--- src/rtl/msf_pkg.sv ---
// ============================================================================
// msf_pkg: shared types, constants and arithmetic for the shape evaluator
// Holds the item descriptor that travels down the lane pipeline, the
// fixed-point multiply with rounding and the corner-sign table.
// ============================================================================
package msf_pkg;

  localparam int FRAC_BITS = 14;
  localparam int MAX_DIMS  = 3;
  localparam int LANES     = 2 ** MAX_DIMS;
  localparam int LANE_BITS = $clog2(LANES);
  localparam int CNT_W     = LANE_BITS + 1;
  localparam int ETA_W     = 16;
  localparam int VAL_W     = 16;
  localparam int ACC_W     = 18;
  localparam int PROD_W    = 2 * ACC_W;

  localparam logic [PROD_W-1:0] ROUND_HALF = PROD_W'(1) << (FRAC_BITS - 1);
  localparam logic [1:0]        GRAD_NONE  = 2'd3;

  typedef logic signed [ACC_W-1:0] acc_t;
  typedef logic signed [ETA_W-1:0] eta_t;
  typedef logic signed [VAL_W-1:0] val_t;

  typedef enum logic [1:0] {
    MODE_ALL_VALUES  = 2'd0,
    MODE_ONE_VALUE   = 2'd1,
    MODE_GRAD_VECTOR = 2'd2,
    MODE_GRAD_COMP   = 2'd3
  } mode_t;

  // One request as it moves through the lane pipeline.
  typedef struct packed {
    mode_t            mode;
    logic [2:0]       node;
    logic [1:0]       comp;
    logic [1:0]       dims;
    logic             bad;
    logic [CNT_W-1:0] count;
    eta_t             eta_x;
    eta_t             eta_y;
    eta_t             eta_z;
  } item_t;

  // Advance strobes of the three multiply steps.
  typedef struct packed {
    logic s1;
    logic s2;
    logic s3;
  } lane_en_t;

  // Dimension count as used by the arithmetic: zero counts as one.
  function automatic logic [1:0] dims_eff(input logic [1:0] d);
    logic [1:0] r;
    r = d;
    if (d == 2'd0) begin
      r = 2'd1;
    end
    if (d > 2'(MAX_DIMS)) begin
      r = 2'(MAX_DIMS);
    end
    return r;
  endfunction

  // Corner sign of node n along direction i: 1 for plus, 0 for minus.
  function automatic logic corner_plus(input logic [2:0] n, input logic [1:0] i);
    logic p;
    case (i)
      2'd0:    p = n[0] ^ n[1];
      2'd1:    p = n[1];
      2'd2:    p = n[2];
      default: p = 1'b0;
    endcase
    return p;
  endfunction

  // Fixed-point product scaled down by 2^FRAC_BITS, ties away from zero.
  function automatic acc_t mul_round(input acc_t a, input acc_t f);
    logic signed [PROD_W-1:0] p;
    logic [PROD_W-1:0]        mag;
    logic [PROD_W-1:0]        r;
    p   = PROD_W'(a) * PROD_W'(f);
    mag = p[PROD_W-1] ? (PROD_W'(0) - p) : p;
    r   = (mag + ROUND_HALF) >> FRAC_BITS;
    return p[PROD_W-1] ? (ACC_W'(0) - r[ACC_W-1:0]) : r[ACC_W-1:0];
  endfunction

  // One multiply step of a lane: factor of direction dim for this lane's node.
  function automatic acc_t lane_step(input acc_t a, input item_t it,
                                     input logic [LANE_BITS-1:0] lane,
                                     input logic [1:0] dim);
    logic [2:0] n;
    logic [1:0] g;
    logic       plus;
    eta_t       e;
    acc_t       one;
    acc_t       ext;
    acc_t       f;
    one = ACC_W'(1) << FRAC_BITS;
    n   = (it.mode == MODE_ALL_VALUES) ? 3'(lane) : it.node;
    case (it.mode)
      MODE_GRAD_VECTOR: g = 2'(lane);
      MODE_GRAD_COMP:   g = it.comp;
      default:          g = GRAD_NONE;
    endcase
    case (dim)
      2'd0:    e = it.eta_x;
      2'd1:    e = it.eta_y;
      default: e = it.eta_z;
    endcase
    ext  = ACC_W'(e);
    plus = corner_plus(n, dim);
    if (dim == g) begin
      f = plus ? one : (ACC_W'(0) - one);
    end else begin
      f = plus ? (one + ext) : (one - ext);
    end
    if (dim >= it.dims) begin
      return a;
    end
    return mul_round(a, f);
  endfunction

  // Clamp to the 16-bit result range.
  function automatic val_t sat_val(input acc_t a);
    val_t r;
    if (a > ACC_W'(32767)) begin
      r = 16'sh7FFF;
    end else if (a < -ACC_W'(32768)) begin
      r = 16'sh8000;
    end else begin
      r = a[VAL_W-1:0];
    end
    return r;
  endfunction

endpackage

--- src/rtl/msf_lane.sv ---
// ============================================================================
// msf_lane: one evaluation lane
// Three pipelined multiply-and-round steps, one per spatial direction,
// building the product for the node and direction assigned to this lane.
// ============================================================================
module msf_lane (
  input  logic                           clk,
  input  logic [msf_pkg::LANE_BITS-1:0]  lane_id,
  input  msf_pkg::lane_en_t              en,
  input  msf_pkg::item_t                 item0,
  input  msf_pkg::item_t                 item1,
  input  msf_pkg::item_t                 item2,
  output msf_pkg::acc_t                  acc_out
);
  import msf_pkg::*;

  acc_t acc1_r;
  acc_t acc2_r;
  acc_t acc3_r;
  acc_t start;

  // The running product starts at 2^-d, which is exact.
  assign start = acc_t'(ACC_W'(1) << (FRAC_BITS - int'(item0.dims)));

  // One direction per stage; directions beyond d pass the product through.
  always_ff @(posedge clk) begin
    if (en.s1) begin
      acc1_r <= lane_step(start, item0, lane_id, 2'd0);
    end
    if (en.s2) begin
      acc2_r <= lane_step(acc1_r, item1, lane_id, 2'd1);
    end
    if (en.s3) begin
      acc3_r <= lane_step(acc2_r, item2, lane_id, 2'd2);
    end
  end

  assign acc_out = acc3_r;

endmodule

--- config.mk ---
export PLATFORM = sky130hd
export DESIGN_NAME = msf_lane
export DESIGN_NICKNAME = d
export VERILOG_FILES = /design/src/rtl/msf_pkg.sv /design/src/rtl/msf_lane.sv
export SDC_FILE = /design/constraint.sdc
export NUM_CORES = 2
export LEC_CHECK = 0
export BUFFER_PORTS_ARGS = -buffer_cell sky130_fd_sc_hd__buf_2
export CAP_MARGIN = 30
export CORE_MARGIN = 2
export CORE_UTILIZATION = 57
export CTS_CLUSTER_SIZE = 16
export DETAILED_ROUTE_END_ITERATION = 12
export GPL_TIMING_DRIVEN = 0
export PLACE_DENSITY = 0.78
export SYNTH_ARGS = -nofsm -noshare
export SYNTH_HDL_FRONTEND = slang
export SYNTH_SLANG_ARGS = --single-unit
export TNS_END_PERCENT = 1
--- constraint.sdc ---
create_clock -name clk -period 20.8 [get_ports clk]
set_clock_uncertainty 0.05 [all_clocks]
set_input_delay 4.16 -clock clk [delete_from_list [all_inputs] [get_ports clk]]
set_output_delay 4.16 -clock clk [all_outputs]
set_load 0.05 [all_outputs]
# Yosys cells after proc, flatten, opt, wreduce, memory -nomap -nowiden
# Index checks and enable logic that the tools add are counted.
# Widths: inputs -> output; s select.
# totals
word_cells	84
register_bits	54
inputBits	193
output_inout_bits	18
# classes
n_mux	45
eq_ne	8
bitwise_logic	1
reduce_logical	4
shifts	1
multipliers	3
n_lt_le_gt_ge	3
n_addsub	16
# op_table
operator	n
$mux 18	21
$mul 18x18->36	3
$add 32x14->32 const B	3
$mux 32	3
$sub 1x32->32 const A	3
$sub 1x18->18 const A	3
$add 16x16->17 const A	3
$sub 16x16->17 const A	3
$mux 16	3
$shl 1x32->18 const A	1
$eq 2x2->1 const B	6
$pmux 2 s2	3
$mux 2	5
$mux 1	9
$logic_not 2->1	4
$sub 4x2->5 const A	1
$ge 1x2->1 const A	2
$mux 3	1
$eq 1x2->1 const A	1
$eq 2x2->1 const A	1
$ge 2x2->1 const A	1
$xor 1x1->1	1

# Logic depth before layout (Yosys ltp)
# depth
depth_word	14
ltp_mapped	48
depth_no_buf	42

# Worst setup path before layout
# OpenSTA, ideal clock, no wires.
# synth_timing
path_kind	input to register
startpoint	input item2[61] in the netlist's numbering
endpoint	register acc3_r[16] (netlist: acc_out[16]), data pin
path_stages	43
arrival_time_ps	14210
setup_time_ps	265
slack_ps	6275
n_path_buf	6
t_required_ps	20485
path_cell_list	nor2_1 mux2i_1 clkbuf_1 o31ai_1 xor2_1 nor2_1 clkbuf_1 nand2_1 fa_1 inv_1 fa_1 inv_1 fa_1 inv_1 fa_1 inv_1 fa_1 inv_1 (+7 left out) o21ai_0 nand2_1 buf_2 clkbuf_1 clkbuf_1 o21ai_0 xnor2_1 ha_1 inv_1 a21oi_1 a31oi_1 a21oi_1 nand3_1 a2111oi_1 nand4_1 o41a_1 xor2_1 o21ai_1
# synth_via
elab_chain_cells	13
word_cells_on_any_way	19
cone_classes	add/sub: 3; mul: 1; eq/ne: 3; mux: 11; reduce/logical: 1
# synth_lines
item	line	source
from (decl)	msf_lane.sv:12	input msf_pkg::item_t item2,
$eq 2x2->1 or $logic_not 2->1 (tied branches)	msf_pkg.sv:101, msf_pkg.sv:100	
$pmux 2 s2 or $mux 3 (tied branches)	msf_pkg.sv:101, msf_pkg.sv:100	
$mux 2 or $mux 1 (tied branches)	msf_lane.sv:33	if (en.s3) begin
$eq 2x2->1 (tied with other cells)	msf_pkg.sv:113	if (dim == g) begin
$mux 18 *	msf_pkg.sv:113	
$mux 18 *	msf_lane.sv:33	
$mul 18x18->36 *	msf_pkg.sv:82	p = PROD_W'(a) * PROD_W'(f);
$sub 1x32->32	msf_pkg.sv:83	mag = p[PROD_W-1] ? (PROD_W'(0) - p) : p;
$mux 32	msf_pkg.sv:83	
$add 32x14->32	msf_pkg.sv:84	r = (mag + ROUND_HALF) >> FRAC_BITS;
$sub 1x18->18	msf_pkg.sv:85	return p[PROD_W-1] ? (ACC_W'(0) - r[ACC_W-1:0]) : r[ACC_W-1:0];
$mux 18 *	msf_pkg.sv:85	
$mux 18 *	msf_pkg.sv:121	return mul_round(a, f);
to (signal assigned)	msf_lane.sv:34	acc3_r <= lane_step(acc2_r, item2, lane_id, 2'd2);
to (decl)	msf_lane.sv:19	acc_t acc3_r;
# Every way passes the cells marked *; elsewhere a longest branch is shown, timed or not. The select of a mux whose other input is x is not followed.
# A chain may end at the register's enable or synchronous reset.

# Final worst setup path
# layout_timing
startpoint	input item1[16] in the netlist's numbering
endpoint	register acc2_r[17], data pin
# layout_via
elab_chain_cells	12
word_cells_on_any_way	13
cone_classes	add/sub: 5; mul: 1; mux: 7
# layout_lines
item	line	source
from (decl)	msf_lane.sv:11	input msf_pkg::item_t item1,
$mux 16 *	msf_lane.sv:30	if (en.s2) begin
$sub 16x16->17 or $add 16x16->17 (tied branches)	msf_pkg.sv:116	f = plus ? (one + ext) : (one - ext);
$mux 18 *	msf_pkg.sv:116	
$mux 18 *	msf_pkg.sv:113	
$mux 18 *	msf_lane.sv:30	
$mul 18x18->36 *	msf_pkg.sv:82	
$sub 1x32->32	msf_pkg.sv:83	
$mux 32	msf_pkg.sv:83	
$add 32x14->32	msf_pkg.sv:84	
$sub 1x18->18	msf_pkg.sv:85	
$mux 18 *	msf_pkg.sv:85	
$mux 18 *	msf_pkg.sv:121	
to (signal assigned)	msf_lane.sv:31	acc2_r <= lane_step(acc1_r, item1, lane_id, 2'd1);
to (decl)	msf_lane.sv:18	acc_t acc2_r;
# Marked as above.

==> impl_metrics.yaml <==
logic_synthesis:
  syn_area_mm2: 0.0388
  avgSynthCellArea_um2: 8.53
  synth_ff_type: "edfxtp_1"
  syn_inst: 4551
  yosysSeqAreaShare_pct: 4.18
  synth-seq-cells: 54
  async_reset_ff_share_pct: 0
  synth_edf_count: 54
  synth_cell_types: 112
  yosys_warnings: 0
final_layout:
  mostFrequentLayoutCell: "inv_1"
  final_layout_size_suffix_gt1_share_pct: 4.26
  final_cell_mix: "935 x inv_1, 763 x fa_1, 612 x nand2_1"
  nNetsFinal: 5990
  syn2layout_area_growth_pct: 5.04
  nFillCells: 5938
  diodes: 0
critical_path:
  ff2ff_setup_slack_ps: 8340
  cpMaxStageDelayCell: "nor2_1"
  r2r_cells: 36
  path_class: "in -> reg"
  cp.required_ps: 20760
  cp-start-kind: "input port"
  cp.arrival_ps: 17320
  r2r_end: "acc2_r[17]$_DFFE_PP_"
  crit_top_cell: "fa_1"
  max_stage_delay_ps: 750
  cp_max_fo: 10
  r2r_start: "acc1_r[13]$_DFFE_PP_"
  end_kind: "flop"
routing:
  drcViolationCount: 0
  viasPerCell: 5.74
  wirelength_um: 101000
  vias: 32068
  antenna_left: 0
  firstDrtPassIters: 6
  initialDrtViolationCount: 2388
  wl_per_cell_um: 18.0
floorplan:
  initial_core_util_pct: 57.7
  die_h_um: 265
  rows: 95
  pin_count: 211
  floorplan.die.width_um: 265
  dieArea_mm2: 0.0702
  coreArea_mm2: 0.0673
global_route:
  grt_max_degree: 19
  grt_usage_pct: 29.9
  grt_pass1_vias: 32882
  grt_antenna_before_repair: 2
  grt-ovfl-total: 0
  grt_first_pass_wirelength_um: 167000
clock_tree:
  postCtsHoldBufs: 0
  cts_root_buf: "clkbuf_16"
  htree_levels: 2
  cts.path.max_buffers: 2
  cts_buffers: 5
  tritoncts: "yes"
  clock_sinks: 54
  cts-resized-gates: 0
  cts_setup_buffers: 0
  clkLatencyLatePin_ps: 300
  clkTransAtPathRegs_ps: 70
timing:
  fmax_ghz: 0.0576
  rsz0062_at_grt: "false"
  finalSetupViolCount: 0
  maxSlewHeadroom_pct: 27.1
  finalHoldViolCount: 0
  min_period_ps: 17360
  finalMaxSlewViolations: 0
  fin_crit_sh_pct: 83.5
  fin_ws_ps: 3440
  finalSetupTns_ps: 0
  tightestPinTransition_ps: 1090
hold_path:
  worstHoldStart: "acc1_r[0]$_SDFFCE_PP0P_"
  holdPathStages: 1
  hold_class: "reg -> reg"
  whs_endpoint: "acc2_r[0]$_DFFE_PP_"
placed_design:
  dp_hpwl_um: 85300
  gp_congestion: 0.945
  pre_cts_ws_ps: 3510
  io_buffer_count: 93
run:
  drv_cap: 0
status:
  outcome: "finished clean"
[worst max-delay path: cells and delay by family]
family / cells / cell delay (ps)
buffers and inverters: 10 / 3140
XOR/XNOR: 2 / 260
AO/OA/AOI/OAI: 8 / 2410
AND/OR/NAND/NOR: 13 / 3860
adder cells (fa/ha/maj): 8 / 3500
[how the worst max path moves through the flow]
stage	from	endpoint	slack [ps]
after floorplan	item2[61]	acc_out[16]$_DFFE_PP_	6280
after global placement	lane_id[0]	acc_out[16]$_DFFE_PP_	3700
after detailed placement	lane_id[0]	acc_out[16]$_DFFE_PP_	3510
after CTS	lane_id[0]	acc_out[16]$_DFFE_PP_	3780
after global routing	item1[16]	acc2_r[17]$_DFFE_PP_	2620
final	item1[16]	acc2_r[17]$_DFFE_PP_	3440
[final cells by class]
type / instances / area, µm² / area share, %
buffer: 184 / 726 / 1.78
clock buffer: 5 / 125 / 0.307
clock inverter: 2 / 15.0 / 0.0368
inverter: 935 / 3510 / 8.61
multi-input combinational: 3442 / 33200 / 81.4
sequential: 54 / 1620 / 3.98
tap: 873 / 1090 / 2.68
timing repair buffer: 95 / 484 / 1.19
[synth_stat cells, drive strengths merged, types with 19 or more instances]
library cell	instances	area (µm²)
inv	935	3510
fa	763	15300
nand2	612	2300
ha	317	3970
and2	227	1420
nor2	206	773
a21oi	141	706
xnor2	137	1210
clkbuf	134	504
o21ai	117	586
xor2	88	771
nor3	60	337
edfxtp	54	1620
nand3	52	260
buf	50	221
a21o	47	353
nand2b	39	244
and3	37	236
nand4	32	221
a31oi	29	188
mux2i	27	270
or2	27	169
o211ai	26	195
a211oi	25	220
o31ai	25	193
nor4	23	156
or3	22	138
o21a	19	143
[through the flow]
stage,util (%),hold WS [ps],area (µm²),std cells
floorplan,-,623,39000,4615
global placement,60.4,970,40600,5581
detailed placement,60.4,992,40600,5583
CTS,60.6,1010,40800,5590
global route,60.6,1070,40800,5590
finish,60.6,1020,40800,5590
[metal layers]
layer / GRT usage, % / part of all wire [%] / vias to the layer above
li1: - / - / 14655
met1: 40.2 / 40 / 16003
met2: 49.4 / 47 / 1218
met3: 4.85 / 8.5 / 190
met4: 10.1 / 3.9 / 2
met5: 0 / 0.0099 / -
[logic make-up (layout without fill, tap and decap cells)]
| kind of cell | Yosys count | count (layout) | synth area share [%] |
|---|---|---|---|
| other | 2 | 66 | 0.0194 |
| buffers and inverters | 1119 | 1221 | 10.9 |
| and+or+nand+nor | 1420 | 1420 | 17.9 |
| adders and majority gates | 1082 | 1082 | 49.6 |
| DFF | 54 | 54 | 4.18 |
| AOI/OAI and AO/OA | 605 | 605 | 11.1 |
| muxes | 43 | 43 | 1.16 |
| xor gates and xnor gates | 226 | 226 | 5.16 |
[state kept, by name, indices dropped and copies added, names as in the netlist]
signal / flops
acc_out: 18
acc1_r: 18
acc2_r: 18
Power is left out: the tool's default activity adds up to more than one toggle a clock period on the data nets, which glitch-free logic cannot reach.
