==> config.mk <==
export PLATFORM = sky130hd
export DESIGN_NAME = msf_merge
export DESIGN_NICKNAME = d
export VERILOG_FILES = /design/src/rtl/msf_pkg.sv /design/src/rtl/msf_merge.sv
export SDC_FILE = /design/constraint.sdc
export NUM_CORES = 1
export LEC_CHECK = 0
export BUFFER_PORTS_ARGS = -buffer_cell sky130_fd_sc_hd__buf_2
export CAP_MARGIN = 20
export CORE_MARGIN = 3
export CORE_UTILIZATION = 29
export DETAILED_ROUTE_END_ITERATION = 12
export PLACE_DENSITY_LB_ADDON = 0.08
export SLEW_MARGIN = 10
export SYNTH_ARGS = -nofsm -noshare
export SYNTH_HDL_FRONTEND = slang
export SYNTH_SLANG_ARGS = --single-unit
==> constraint.sdc <==
create_clock -name clk -period 7.2 [get_ports clk]
set_input_delay 1.44 -clock clk [delete_from_list [all_inputs] [get_ports clk]]
set_output_delay 1.44 -clock clk [all_outputs]
set_load 0.02 [all_outputs]
==> src/rtl/msf_pkg.sv <==
// ============================================================================
// msf_pkg: shared types, constants and arithmetic for the shape evaluator
// Holds the item descriptor that travels down the lane pipeline, the
// fixed-point multiply with rounding and the corner-sign table.
// ============================================================================
package msf_pkg;

  localparam int FRAC_BITS = 14;
  localparam int MAX_DIMS  = 3;
  localparam int LANES     = 2 ** MAX_DIMS;
  localparam int LANE_BITS = $clog2(LANES);
  localparam int CNT_W     = LANE_BITS + 1;
  localparam int ETA_W     = 16;
  localparam int VAL_W     = 16;
  localparam int ACC_W     = 18;
  localparam int PROD_W    = 2 * ACC_W;

  localparam logic [PROD_W-1:0] ROUND_HALF = PROD_W'(1) << (FRAC_BITS - 1);
  localparam logic [1:0]        GRAD_NONE  = 2'd3;

  typedef logic signed [ACC_W-1:0] acc_t;
  typedef logic signed [ETA_W-1:0] eta_t;
  typedef logic signed [VAL_W-1:0] val_t;

  typedef enum logic [1:0] {
    MODE_ALL_VALUES  = 2'd0,
    MODE_ONE_VALUE   = 2'd1,
    MODE_GRAD_VECTOR = 2'd2,
    MODE_GRAD_COMP   = 2'd3
  } mode_t;

  // One request as it moves through the lane pipeline.
  typedef struct packed {
    mode_t            mode;
    logic [2:0]       node;
    logic [1:0]       comp;
    logic [1:0]       dims;
    logic             bad;
    logic [CNT_W-1:0] count;
    eta_t             eta_x;
    eta_t             eta_y;
    eta_t             eta_z;
  } item_t;

  // Advance strobes of the three multiply steps.
  typedef struct packed {
    logic s1;
    logic s2;
    logic s3;
  } lane_en_t;

  // Dimension count as used by the arithmetic: zero counts as one.
  function automatic logic [1:0] dims_eff(input logic [1:0] d);
    logic [1:0] r;
    r = d;
    if (d == 2'd0) begin
      r = 2'd1;
    end
    if (d > 2'(MAX_DIMS)) begin
      r = 2'(MAX_DIMS);
    end
    return r;
  endfunction

  // Corner sign of node n along direction i: 1 for plus, 0 for minus.
  function automatic logic corner_plus(input logic [2:0] n, input logic [1:0] i);
    logic p;
    case (i)
      2'd0:    p = n[0] ^ n[1];
      2'd1:    p = n[1];
      2'd2:    p = n[2];
      default: p = 1'b0;
    endcase
    return p;
  endfunction

  // Fixed-point product scaled down by 2^FRAC_BITS, ties away from zero.
  function automatic acc_t mul_round(input acc_t a, input acc_t f);
    logic signed [PROD_W-1:0] p;
    logic [PROD_W-1:0]        mag;
    logic [PROD_W-1:0]        r;
    p   = PROD_W'(a) * PROD_W'(f);
    mag = p[PROD_W-1] ? (PROD_W'(0) - p) : p;
    r   = (mag + ROUND_HALF) >> FRAC_BITS;
    return p[PROD_W-1] ? (ACC_W'(0) - r[ACC_W-1:0]) : r[ACC_W-1:0];
  endfunction

  // One multiply step of a lane: factor of direction dim for this lane's node.
  function automatic acc_t lane_step(input acc_t a, input item_t it,
                                     input logic [LANE_BITS-1:0] lane,
                                     input logic [1:0] dim);
    logic [2:0] n;
    logic [1:0] g;
    logic       plus;
    eta_t       e;
    acc_t       one;
    acc_t       ext;
    acc_t       f;
    one = ACC_W'(1) << FRAC_BITS;
    n   = (it.mode == MODE_ALL_VALUES) ? 3'(lane) : it.node;
    case (it.mode)
      MODE_GRAD_VECTOR: g = 2'(lane);
      MODE_GRAD_COMP:   g = it.comp;
      default:          g = GRAD_NONE;
    endcase
    case (dim)
      2'd0:    e = it.eta_x;
      2'd1:    e = it.eta_y;
      default: e = it.eta_z;
    endcase
    ext  = ACC_W'(e);
    plus = corner_plus(n, dim);
    if (dim == g) begin
      f = plus ? one : (ACC_W'(0) - one);
    end else begin
      f = plus ? (one + ext) : (one - ext);
    end
    if (dim >= it.dims) begin
      return a;
    end
    return mul_round(a, f);
  endfunction

  // Clamp to the 16-bit result range.
  function automatic val_t sat_val(input acc_t a);
    val_t r;
    if (a > ACC_W'(32767)) begin
      r = 16'sh7FFF;
    end else if (a < -ACC_W'(32768)) begin
      r = 16'sh8000;
    end else begin
      r = a[VAL_W-1:0];
    end
    return r;
  endfunction

endpackage

==> src/rtl/msf_merge.sv <==
// ============================================================================
// msf_merge: result merging and output stage
// Takes the finished lane products of one request, saturates them, and
// sends the request's results with their indexes, one word per cycle while out_ready is high.
// ============================================================================
module msf_merge (
  input  logic                clk,
  input  logic                rst_n,
  input  logic                load_valid,
  input  msf_pkg::item_t      load_item,
  input  msf_pkg::acc_t       lane_acc [msf_pkg::LANES],
  output logic                load_ok,
  output logic                out_valid,
  input  logic                out_ready,
  output msf_pkg::val_t       out_result_value,
  output logic [2:0]          out_node_index,
  output logic [1:0]          out_component_index,
  output logic                out_is_gradient,
  output logic                out_bad_request,
  output logic                out_last
);
  import msf_pkg::*;

  logic                 busy_r;
  logic [LANE_BITS-1:0] idx_r;
  item_t                item_r;
  val_t                 val_r [LANES];
  logic                 is_last;
  logic                 load;

  assign is_last = (CNT_W'(idx_r) + CNT_W'(1)) == item_r.count;
  assign load_ok = !busy_r || (out_ready && is_last);
  assign load    = load_valid && load_ok;

  // Control: a batch is held until its last word is taken.
  always_ff @(posedge clk) begin
    if (!rst_n) begin
      busy_r <= 1'b0;
      idx_r  <= '0;
    end else if (load) begin
      busy_r <= 1'b1;
      idx_r  <= '0;
    end else if (busy_r && out_ready) begin
      if (is_last) begin
        busy_r <= 1'b0;
      end else begin
        idx_r <= idx_r + LANE_BITS'(1);
      end
    end
  end

  // Batch storage: saturated lane results and the request descriptor.
  always_ff @(posedge clk) begin
    if (load) begin
      item_r <= load_item;
      for (int k = 0; k < LANES; k++) begin
        val_r[k] <= sat_val(lane_acc[k]);
      end
    end
  end

  // Output word for the current position in the batch.
  always_comb begin
    out_valid           = busy_r;
    out_last            = is_last;
    out_bad_request     = item_r.bad;
    out_result_value    = item_r.bad ? '0 : val_r[idx_r];
    out_is_gradient     = (item_r.mode == MODE_GRAD_VECTOR) ||
                          (item_r.mode == MODE_GRAD_COMP);
    out_node_index      = (item_r.mode == MODE_ALL_VALUES) ? 3'(idx_r) : item_r.node;
    case (item_r.mode)
      MODE_GRAD_VECTOR: out_component_index = 2'(idx_r);
      MODE_GRAD_COMP:   out_component_index = item_r.comp;
      default:          out_component_index = 2'd0;
    endcase
  end

endmodule

# After elaboration in Yosys (flattened, before gate mapping)
# Memories as Yosys holds them, arrays and structs flattened. A register that Yosys moved wholly into a read port is not among the register bits.
# Index checks and enable logic that the tools add are counted.
[totals]
out_inout_bits = 26
register_bits = 16
input_bits = 210
word_cells = 77
ram_bits = 128
mem_count = 1
[op_classes]
mux = 34
eq_ne = 3
n_reduce_logical = 12
bitwise = 2
n_lt_le_gt_ge = 16
add_sub_neg = 2
[memory_table]
columns = ["name", "depth", "width", "rd", "rd_clocked_by_memory_dff", "wr", "line_no", "source"]
rows = [
  ["val_r", 8, 16, 1, 1, 8, "msf_merge.sv:27", "val_t val_r [LANES];"],
]
[ops]
columns = ["op", "count"]
rows = [
  ["16-bit two-way mux", 25],
  ["18-bit by 16-bit greater-than comparator with 1-bit output, second input constant", 8],
  ["18-bit by 16-bit less-than comparator with 1-bit output, second input constant", 8],
  ["3-bit two-way mux", 3],
  ["1-bit two-way mux", 5],
  ["3-bit by 1-bit adder with 4-bit output, second input constant", 1],
  ["2-bit == test, second input constant", 2],
  ["4-bit == test", 1],
  ["2-bit case mux with 2 select lines", 1],
  ["2-bit AND reduction", 2],
  ["2-bit nonzero test", 2],
  ["3-bit by 1-bit adder with 3-bit output, second input constant", 1],
  ["1-bit logical AND", 3],
  ["2-bit zero test", 1],
  ["1-bit logical OR", 2],
  ["1-bit inverter", 2],
  ["2-bit OR reduction", 1],
  ["1-bit zero test", 1],
]

# Longest topological paths before layout
# Gate-level depths: netlist of the first run.
[depth]
word_depth = 7
mapped_depth = 6
mapped_depth_nobuf = 6

# Least setup slack after synthesis of the first run
# OpenSTA, ideal clock, no wires.
[synth_path]
path_type = "reg2reg"
from = "register idx_r[0]"
to = "register item_r[48] (netlist bit) (enable)"
period_less_slack_ns = 5.578
setup_time_ns = 0.516
path_buffers = 0
arrival_time_ns = 5.062
path_slack_ns = 1.622
required_time_ns = 6.684
stages_incl_launch_ff = 7
path_cell_list = "dfxtp_1 ha_1 xor2_1 or3_4 a211oi_4 a21bo_1 and2_1"
[synth_via]
elab_chain_cells = 5
[synth_rtl]
columns = ["element", "line_no", "source"]
rows = [
  ["from (decl)", "msf_merge.sv:25", "logic [LANE_BITS-1:0] idx_r;"],
  ["from (signal assigned)", "msf_merge.sv:47", "idx_r <= idx_r + LANE_BITS'(1);"],
  ["3-bit by 1-bit adder with 4-bit output", "msf_merge.sv:31", "assign is_last = (CNT_W'(idx_r) + CNT_W'(1)) == item_r.count;"],
  ["4-bit == test", "msf_merge.sv:31", ""],
  ["via out_last", "msf_merge.sv:20", "output logic out_last"],
  ["1-bit logical AND", "msf_merge.sv:32", "assign load_ok = !busy_r || (out_ready && is_last);"],
  ["1-bit logical OR", "msf_merge.sv:32", ""],
  ["via load_ok", "msf_merge.sv:12", "output logic load_ok,"],
  ["1-bit logical AND", "msf_merge.sv:33", "assign load = load_valid && load_ok;"],
  ["via load", "msf_merge.sv:29", "logic load;"],
  ["to (signal assigned)", "msf_merge.sv:55", "item_r <= load_item;"],
  ["to (decl)", "msf_merge.sv:26", "item_t item_r;"],
]
# The timed path passes the listed nets, and every way through them passes these cells.
# A chain may end at the register's enable or synchronous reset.

==> run metrics, run 1 <==
Seq cells post-synth approximately 150; slowest stage delay, CP around 0.60 ns; initial antenna violation count 0; vias 6634; Rows approximately 60; worst rel slew slack 39.6%; PortBufs ~190; largest net degree at the start of global routing around 140; core box area 28000 um^2; crit path buf inv count 2; number of global-route vias before repair roughly 6000; WS Path Type reg2out; Hold Path Class reg2reg; Post-Syn Nets between 1000 and 1500; initial core utilization between 20 and 30%; cts bufs inserted 17; cts hold-fix bufs 0; final hold vios 0; number of I/O pins around 240; CTS Root Cell clkbuf_16; Final Cell Area approximately 10000 um^2; Synth cell types 31; Mapped Area approximately 8300 um^2; total negative slack 0 ns; Synth-to-Final Area Change 20.7%; CTS tree yes; Period minus WS final roughly 3.8 ns; reg-to-reg setup timing slack approximately 4.3 ns; Final setup viols 0; Hold Crit Start idx_r[2]; ys flop type edfxtp_1; Yosys top cell area share between 50% and 60%; share of cells above drive strength 1 about a quarter; Final ANT Viol Nets 0; Die X ~180 um; # DRC 0; cells after synthesis ~930; top cells by area, synth edfxtp_1 (51%), nor2_1 (17%), mux4_2 (8.7%); total grt overflow 0; period utilization 53.2%; Lkg Pwr 0.00393 uW; Post-CTS Setup Inserts 0; VDD IR max around 0.16 mV; Max-cap violations 0; Pwr Density about 230 nW/um^2; Worst path slowest cell mux4_2; Arr. time, crit path about 2.4 ns; vias per cell between 4 and 5; sequential cell area fraction in the yosys report approximately 52%; total track usage between 10% and 20%; H-tree depth 4; post-synthesis average cell area between 8 and 9 um^2; R2R Path End item_r[48]; Clock Pin Slew Worst Setup and Hold Paths around 0.060 ns; first-pass GRT wire length between 30000 and 40000 um; RR Startpoint idx_r[0]; Cell Chain, Critical Path buf_4 > mux4_2 > mux2i_1 > nor2_1 > buf_2; Final Max Tran Viols 0; Worst-Skew Late Latency ~0.43 ns; nets@finish around 1300; WL per Instance between 15 and 20 um; Cell Area, Placed about 9500 um^2; ys async rst share 0%; fmax ~260 MHz; total length of routed wires 24700 um; CP Data Required Time ~5.8 ns; area of the multi-input gates approximately 3700 um^2; Crit path max-delay family multiplexers; Post-synth EDFFs 140; height of the chip 175 um; RSZ-0062 raised after global routing false; CTS resizes 0; Max clock buf depth 2; gp weighted congestion 0.754; Yosys top cell by area edfxtp_1; Sink Count 147; Storage cell area approximately 4300 um^2; Synth Warn # 0; CP Capture Type primary output; startpoint class of the critical path flop; first drt pass iteration count 5; Layout fillers a little under 3000; worst slew pin tran around 0.90 ns; clk_skew approximately 0.0081 ns; hold_ws approximately 0.68 ns; Initial DRC Count 518; placed wire-length estimate approximately 17000 um; Crit Path Max Fanout 32; Die ar. 30800 um^2; ant diodes 0; status complete, no violations; Worst Reg-to-Reg Cells 7; Hold Path Depth 2; final core utilization a little over a third
==> Yosys cell counts (3+ instances only) <==
master / number
mux2_2: 3
edfxtp_1: 140
mux2i_1: 19
nand2_1: 121
buf_1: 13
and2_1: 4
dfxtp_1: 7
mux4_2: 32
xnor2_1: 3
o21ai_0: 3
clkbuf_1: 59
buf_4: 3
nand3_1: 3
a21oi_1: 121
nor2_1: 377
a31oi_1: 4
==> area by class of cell <==
cell class                 count  area share (%)
tap                          378            4.71
clock buffer                  18            4.27
inverter                       2          0.0747
timing repair buffer         188            9.57
multi-input combinational    706            36.6
sequential                   147            43.3
clock inverter                13            1.52
==> flip-flops by register name, summed over array words and instances, names as in the netlist, named ones only <==
signal and cells:
out_bad_request 1, out_valid 1, idx_r 3, item_r 11, val_r 128
==> worst max path at each step <==
stage,from,end,slack [ns],cells after the start
after floorplan,idx_r[0],item_r[48],1.62,6
after global routing,flop,out_result_value[9],3.17,5
final,flop,out_result_value[11],3.37,5
after CTS,flop,out_result_value[9],3.31,5
after global placement,flop,out_result_value[8],3.78,5
after detailed placement,flop,out_result_value[9],3.78,5
==> cell families (layout without fill, tap and decap cells) <==
family                     after synthesis  after routing  synth area share [%]
AOI/OAI and AO/OA                      134            134                  8.53
xor gates and xnor gates                 5              5                 0.526
adders and majority gates                1              1                 0.150
buffers and inverters                   78            221                  3.67
DFF                                    147            147                  52.2
muxes                                   54             54                  11.4
and+or+nand+nor                        512            512                  23.6
==> through the flow <==
step | power, uW | instances | setup slack [ns]
floorplan | 1270 | 931 | 1.62
global placement | 1400 | 1421 | 3.78
detailed placement | 1410 | 1421 | 3.78
CTS | 2310 | 1452 | 3.31
global route | 2390 | 1452 | 3.17
finish | 2280 | 1452 | 3.37
==> report_power, final <==
| group | total, uW | internal, uW | switching (uW) |
|---|---|---|---|
| Clock | 897 | 515 | 382 |
| Sequential | 1040 | 1010 | 29.9 |
| Combinational | 341 | 134 | 207 |
| Total | 2280 | 1660 | 618 |
==> worst reg2reg max path, delay by kind of cell, from the launching register on <==
family / cells / cell delay (ns)
AO/OA/AOI/OAI: 2 / 0.45
adder cells (fa/ha/maj): 1 / 0.27
buffers and inverters: 1 / 0.51
XOR/XNOR: 1 / 0.18
AND/OR/NAND/NOR: 2 / 0.53
flip-flops: 1 / 0.39
==> cell usage in the layout, fill, tap and decap left out, types with 2 or more instances in the layout <==
master	n
a21bo_1	2
a21oi_1	121
a31oi_1	4
and2_1	3
buf_2	185
buf_4	2
bufinv_16	2
clkbuf_16	17
clkinv_4	4
clkinvlp_4	3
dfxtp_1	6
edfxtp_1	140
inv_1	2
inv_6	4
mux2_2	3
mux2i_1	19
mux4_2	32
nand2_1	121
nand3_1	3
nor2_1	377
nor2b_1	2
o21ai_0	3
xnor2_1	3
xor2_1	2
==> layer usage <==
| metal | vias to the layer above | track usage, % | part of all wire (%) |
|---|---|---|---|
| met5 | - | 0 | 0 |
| met4 | 0 | 2.69 | 0.49 |
| met3 | 7 | 3.78 | 6.2 |
| met2 | 195 | 21.5 | 40 |
| met1 | 3020 | 25.6 | 53 |
| li1 | 3412 | - | - |
Power figures use the tool's default switching activity.
==> inputs of run 2 (changes only) <==
- ABC_AREA: unset -> 1
- clock period: 7.2 -> 3.97 ns (I/O delays scaled with it)
==> run 2 against run 1 <==
  * Sequential cell count is the same
  * Area after synthesis shrank 15%
  * Non-clock buffer count grew 14
  * Hold slack lost 0.15 ns
  * Clock power grew 66%
  * Cell count shrank 13%
  * Final area shrank 12%
  * Largest cell class unchanged
==> run metrics, run 2 <==
Lkg Pwr just under 0.004 uW; Final setup viols 0; Crit Path Max Fanout 64; Sink Count approximately 150; CP Data Required Time about 3.2 ns; worst rel slew slack between 30% and 40%; Cell Chain, Critical Path buf_4 > nor2_1 > nor2_1 > o21ai_0 > o21ai_1 > o21ai_0 > a31oi_1 > buf_2; Initial DRC Count roughly 320; Period minus WS final 3.39 ns; period utilization between 80% and 90%; ys flop type edfxtp_1; max FFs per register 128; vias 5617; Yosys top cell area share between 50% and 60%; Synth cell types 22; Post-synth EDFFs 140; fmax a little under 300 MHz; Pwr Density 431 nW/um^2; total track usage 15.1%; clk_skew 0.00743 ns; total length of routed wires 20000 um; Post-CTS Setup Inserts 0; post-synthesis average cell area roughly 9.3 um^2; nets@finish 1143; CTS resizes 0; WL per Instance approximately 16 um; Rows 56; VDD IR max roughly 0.26 mV; commonest non-fill, non-tap cell in the layout buf_2; Worst-Skew Late Latency 0.42 ns; top cells by area, synth edfxtp_1 (60%), a21oi_1 (9.2%), inv_1 (7.9%); final hold vios 0; startpoint class of the critical path flop; Yosys top cell by area edfxtp_1; H-tree depth 4; CTS tree yes; vias per cell around 4.4; Final Max Tran Viols 0; cell with the most instances after synthesis inv_1; Biggest register val_r; cts bufs inserted 17; slowest stage delay, CP ~0.56 ns; CTS Root Cell clkbuf_16; core box area about 24000 um^2; area of the multi-input gates approximately 1900 um^2; Clock Pin Slew Worst Setup and Hold Paths around 0.060 ns; most frequent cells in the layout buf_2 (185), inv_1 (147), edfxtp_1 (140); Die X 162 um; Max-cap violations 0; cells after synthesis 759; initial antenna violation count 0; worst slew pin tran about 1 ns; # DRC 0; largest net degree at the start of global routing 65; Post-Syn Nets 970; share of cells above drive strength 1 25.5%; number of I/O pins 236; Mapped Area 7050 um^2; placed wire-length estimate around 14000 um; Layout fillers 2508; Seq cells post-synth 147; RSZ-0062 raised after global routing false; sequential cell area fraction in the yosys report approximately three fifths; Crit path max-delay family compound AO/OA/AOI/OAI gates; Arr. time, crit path between 2 and 3 ns; first-pass GRT wire length 30000 um; crit path buf inv count 2; Synth Warn # 0; Synth top cells by count inv_1 (148), edfxtp_1 (140), a21oi_1 (130), nor2_1 (123), o21ai_0 (83); number of global-route vias before repair roughly 5400; cts hold-fix bufs 0; ys async rst share 0%; gp weighted congestion 0.744; total negative slack 0 ns; Synth-to-Final Area Change 25.8%; Die ar. between 20000 and 30000 um^2; ant diodes 0; CP Capture Type primary output; Max clock buf depth 2; status complete, no violations; WS Path Type reg2out; Storage cell area ~4300 um^2; initial core utilization between 20 and 30%; Regs by FF count val_r x128, item_r x11, idx_r x3; PortBufs roughly 190; Final ANT Viol Nets 0; Hold Path Class reg2reg; total grt overflow 0; Place WS 0.951 ns; worst setup margin about 0.6 ns; Worst path slowest cell buf_4; first drt pass iteration count 4; height of the chip 162 um
-- run 2: worst min-delay path: cells and delay by family (launching register included) --
kind,cells,cell delay [ns]
DFF,1,0.35
AOI/OAI and AO/OA,2,0.14
-- run 2: path summary, 6_finish.rpt --
kind | start | to | slack, ns | cells after the start
hold / removal | out_valid | out_valid | 0.53 | 2
setup reg to reg | idx_r[0] | val_r[3][8] | 1.34 | 11
setup / recovery | flop | out_result_value[10] | 0.58 | 8
hold reg to reg | out_valid | out_valid | 0.53 | 2
-- run 2: per-layer routing --
layer / vias up / share of wire (%) / global-route usage, %
met5: - / 0 / 0
met2: 126 / 49 / 24.7
met3: 13 / 4.4 / 3.11
li1: 2874 / - / -
met4: 0 / 1.1 / 4.23
met1: 2604 / 46 / 20.5
-- run 2: report_power, final --
group / switching (uW) / total (uW) / internal, uW / leakage [uW]
combinational: 303 / 470 / 167 / 0.00230
sequential: 26.7 / 1860 / 1830 / 0.00139
clock: 636 / 1490 / 856 / 0.000254
total: 966 / 3820 / 2860 / 0.00395
-- run 2: cell type report --
type | instances | area share [%]
inverter | 149 | 6.34
multi-input combinational | 415 | 21.9
timing repair buffer | 202 | 12.2
clock inverter | 13 | 1.27
clock buffer | 18 | 4.84
tap | 319 | 4.50
sequential | 147 | 49.0
-- run 2: per-stage QoR --
stage | hold WS [ns] | cell area [um^2] | instances | utilization (%) | power (uW)
final | 0.530 | 8880 | 1263 | 37.5 | 3820
after global routing | 0.528 | 8880 | 1263 | 37.5 | 4000
after CTS | 0.525 | 8820 | 1256 | 37.3 | 3870
after detailed placement | 0.528 | 8280 | 1225 | 35.0 | 2370
after global placement | 0.529 | 8270 | 1224 | 34.9 | 2370
after floorplan | 0.555 | 7060 | 759 | - | 2160
-- run 2: cells by family (layout without fill, tap and decap cells) --
family	after synthesis	in the layout	synth area share, %
AND/OR/NAND/NOR	161	161	9.03
adder cells (fa/ha/maj)	1	1	0.177
AO/OA/AOI/OAI	252	252	18.3
buffers and inverters	197	382	10.8
multiplexers	1	1	0.160
flip-flops	147	147	61.6
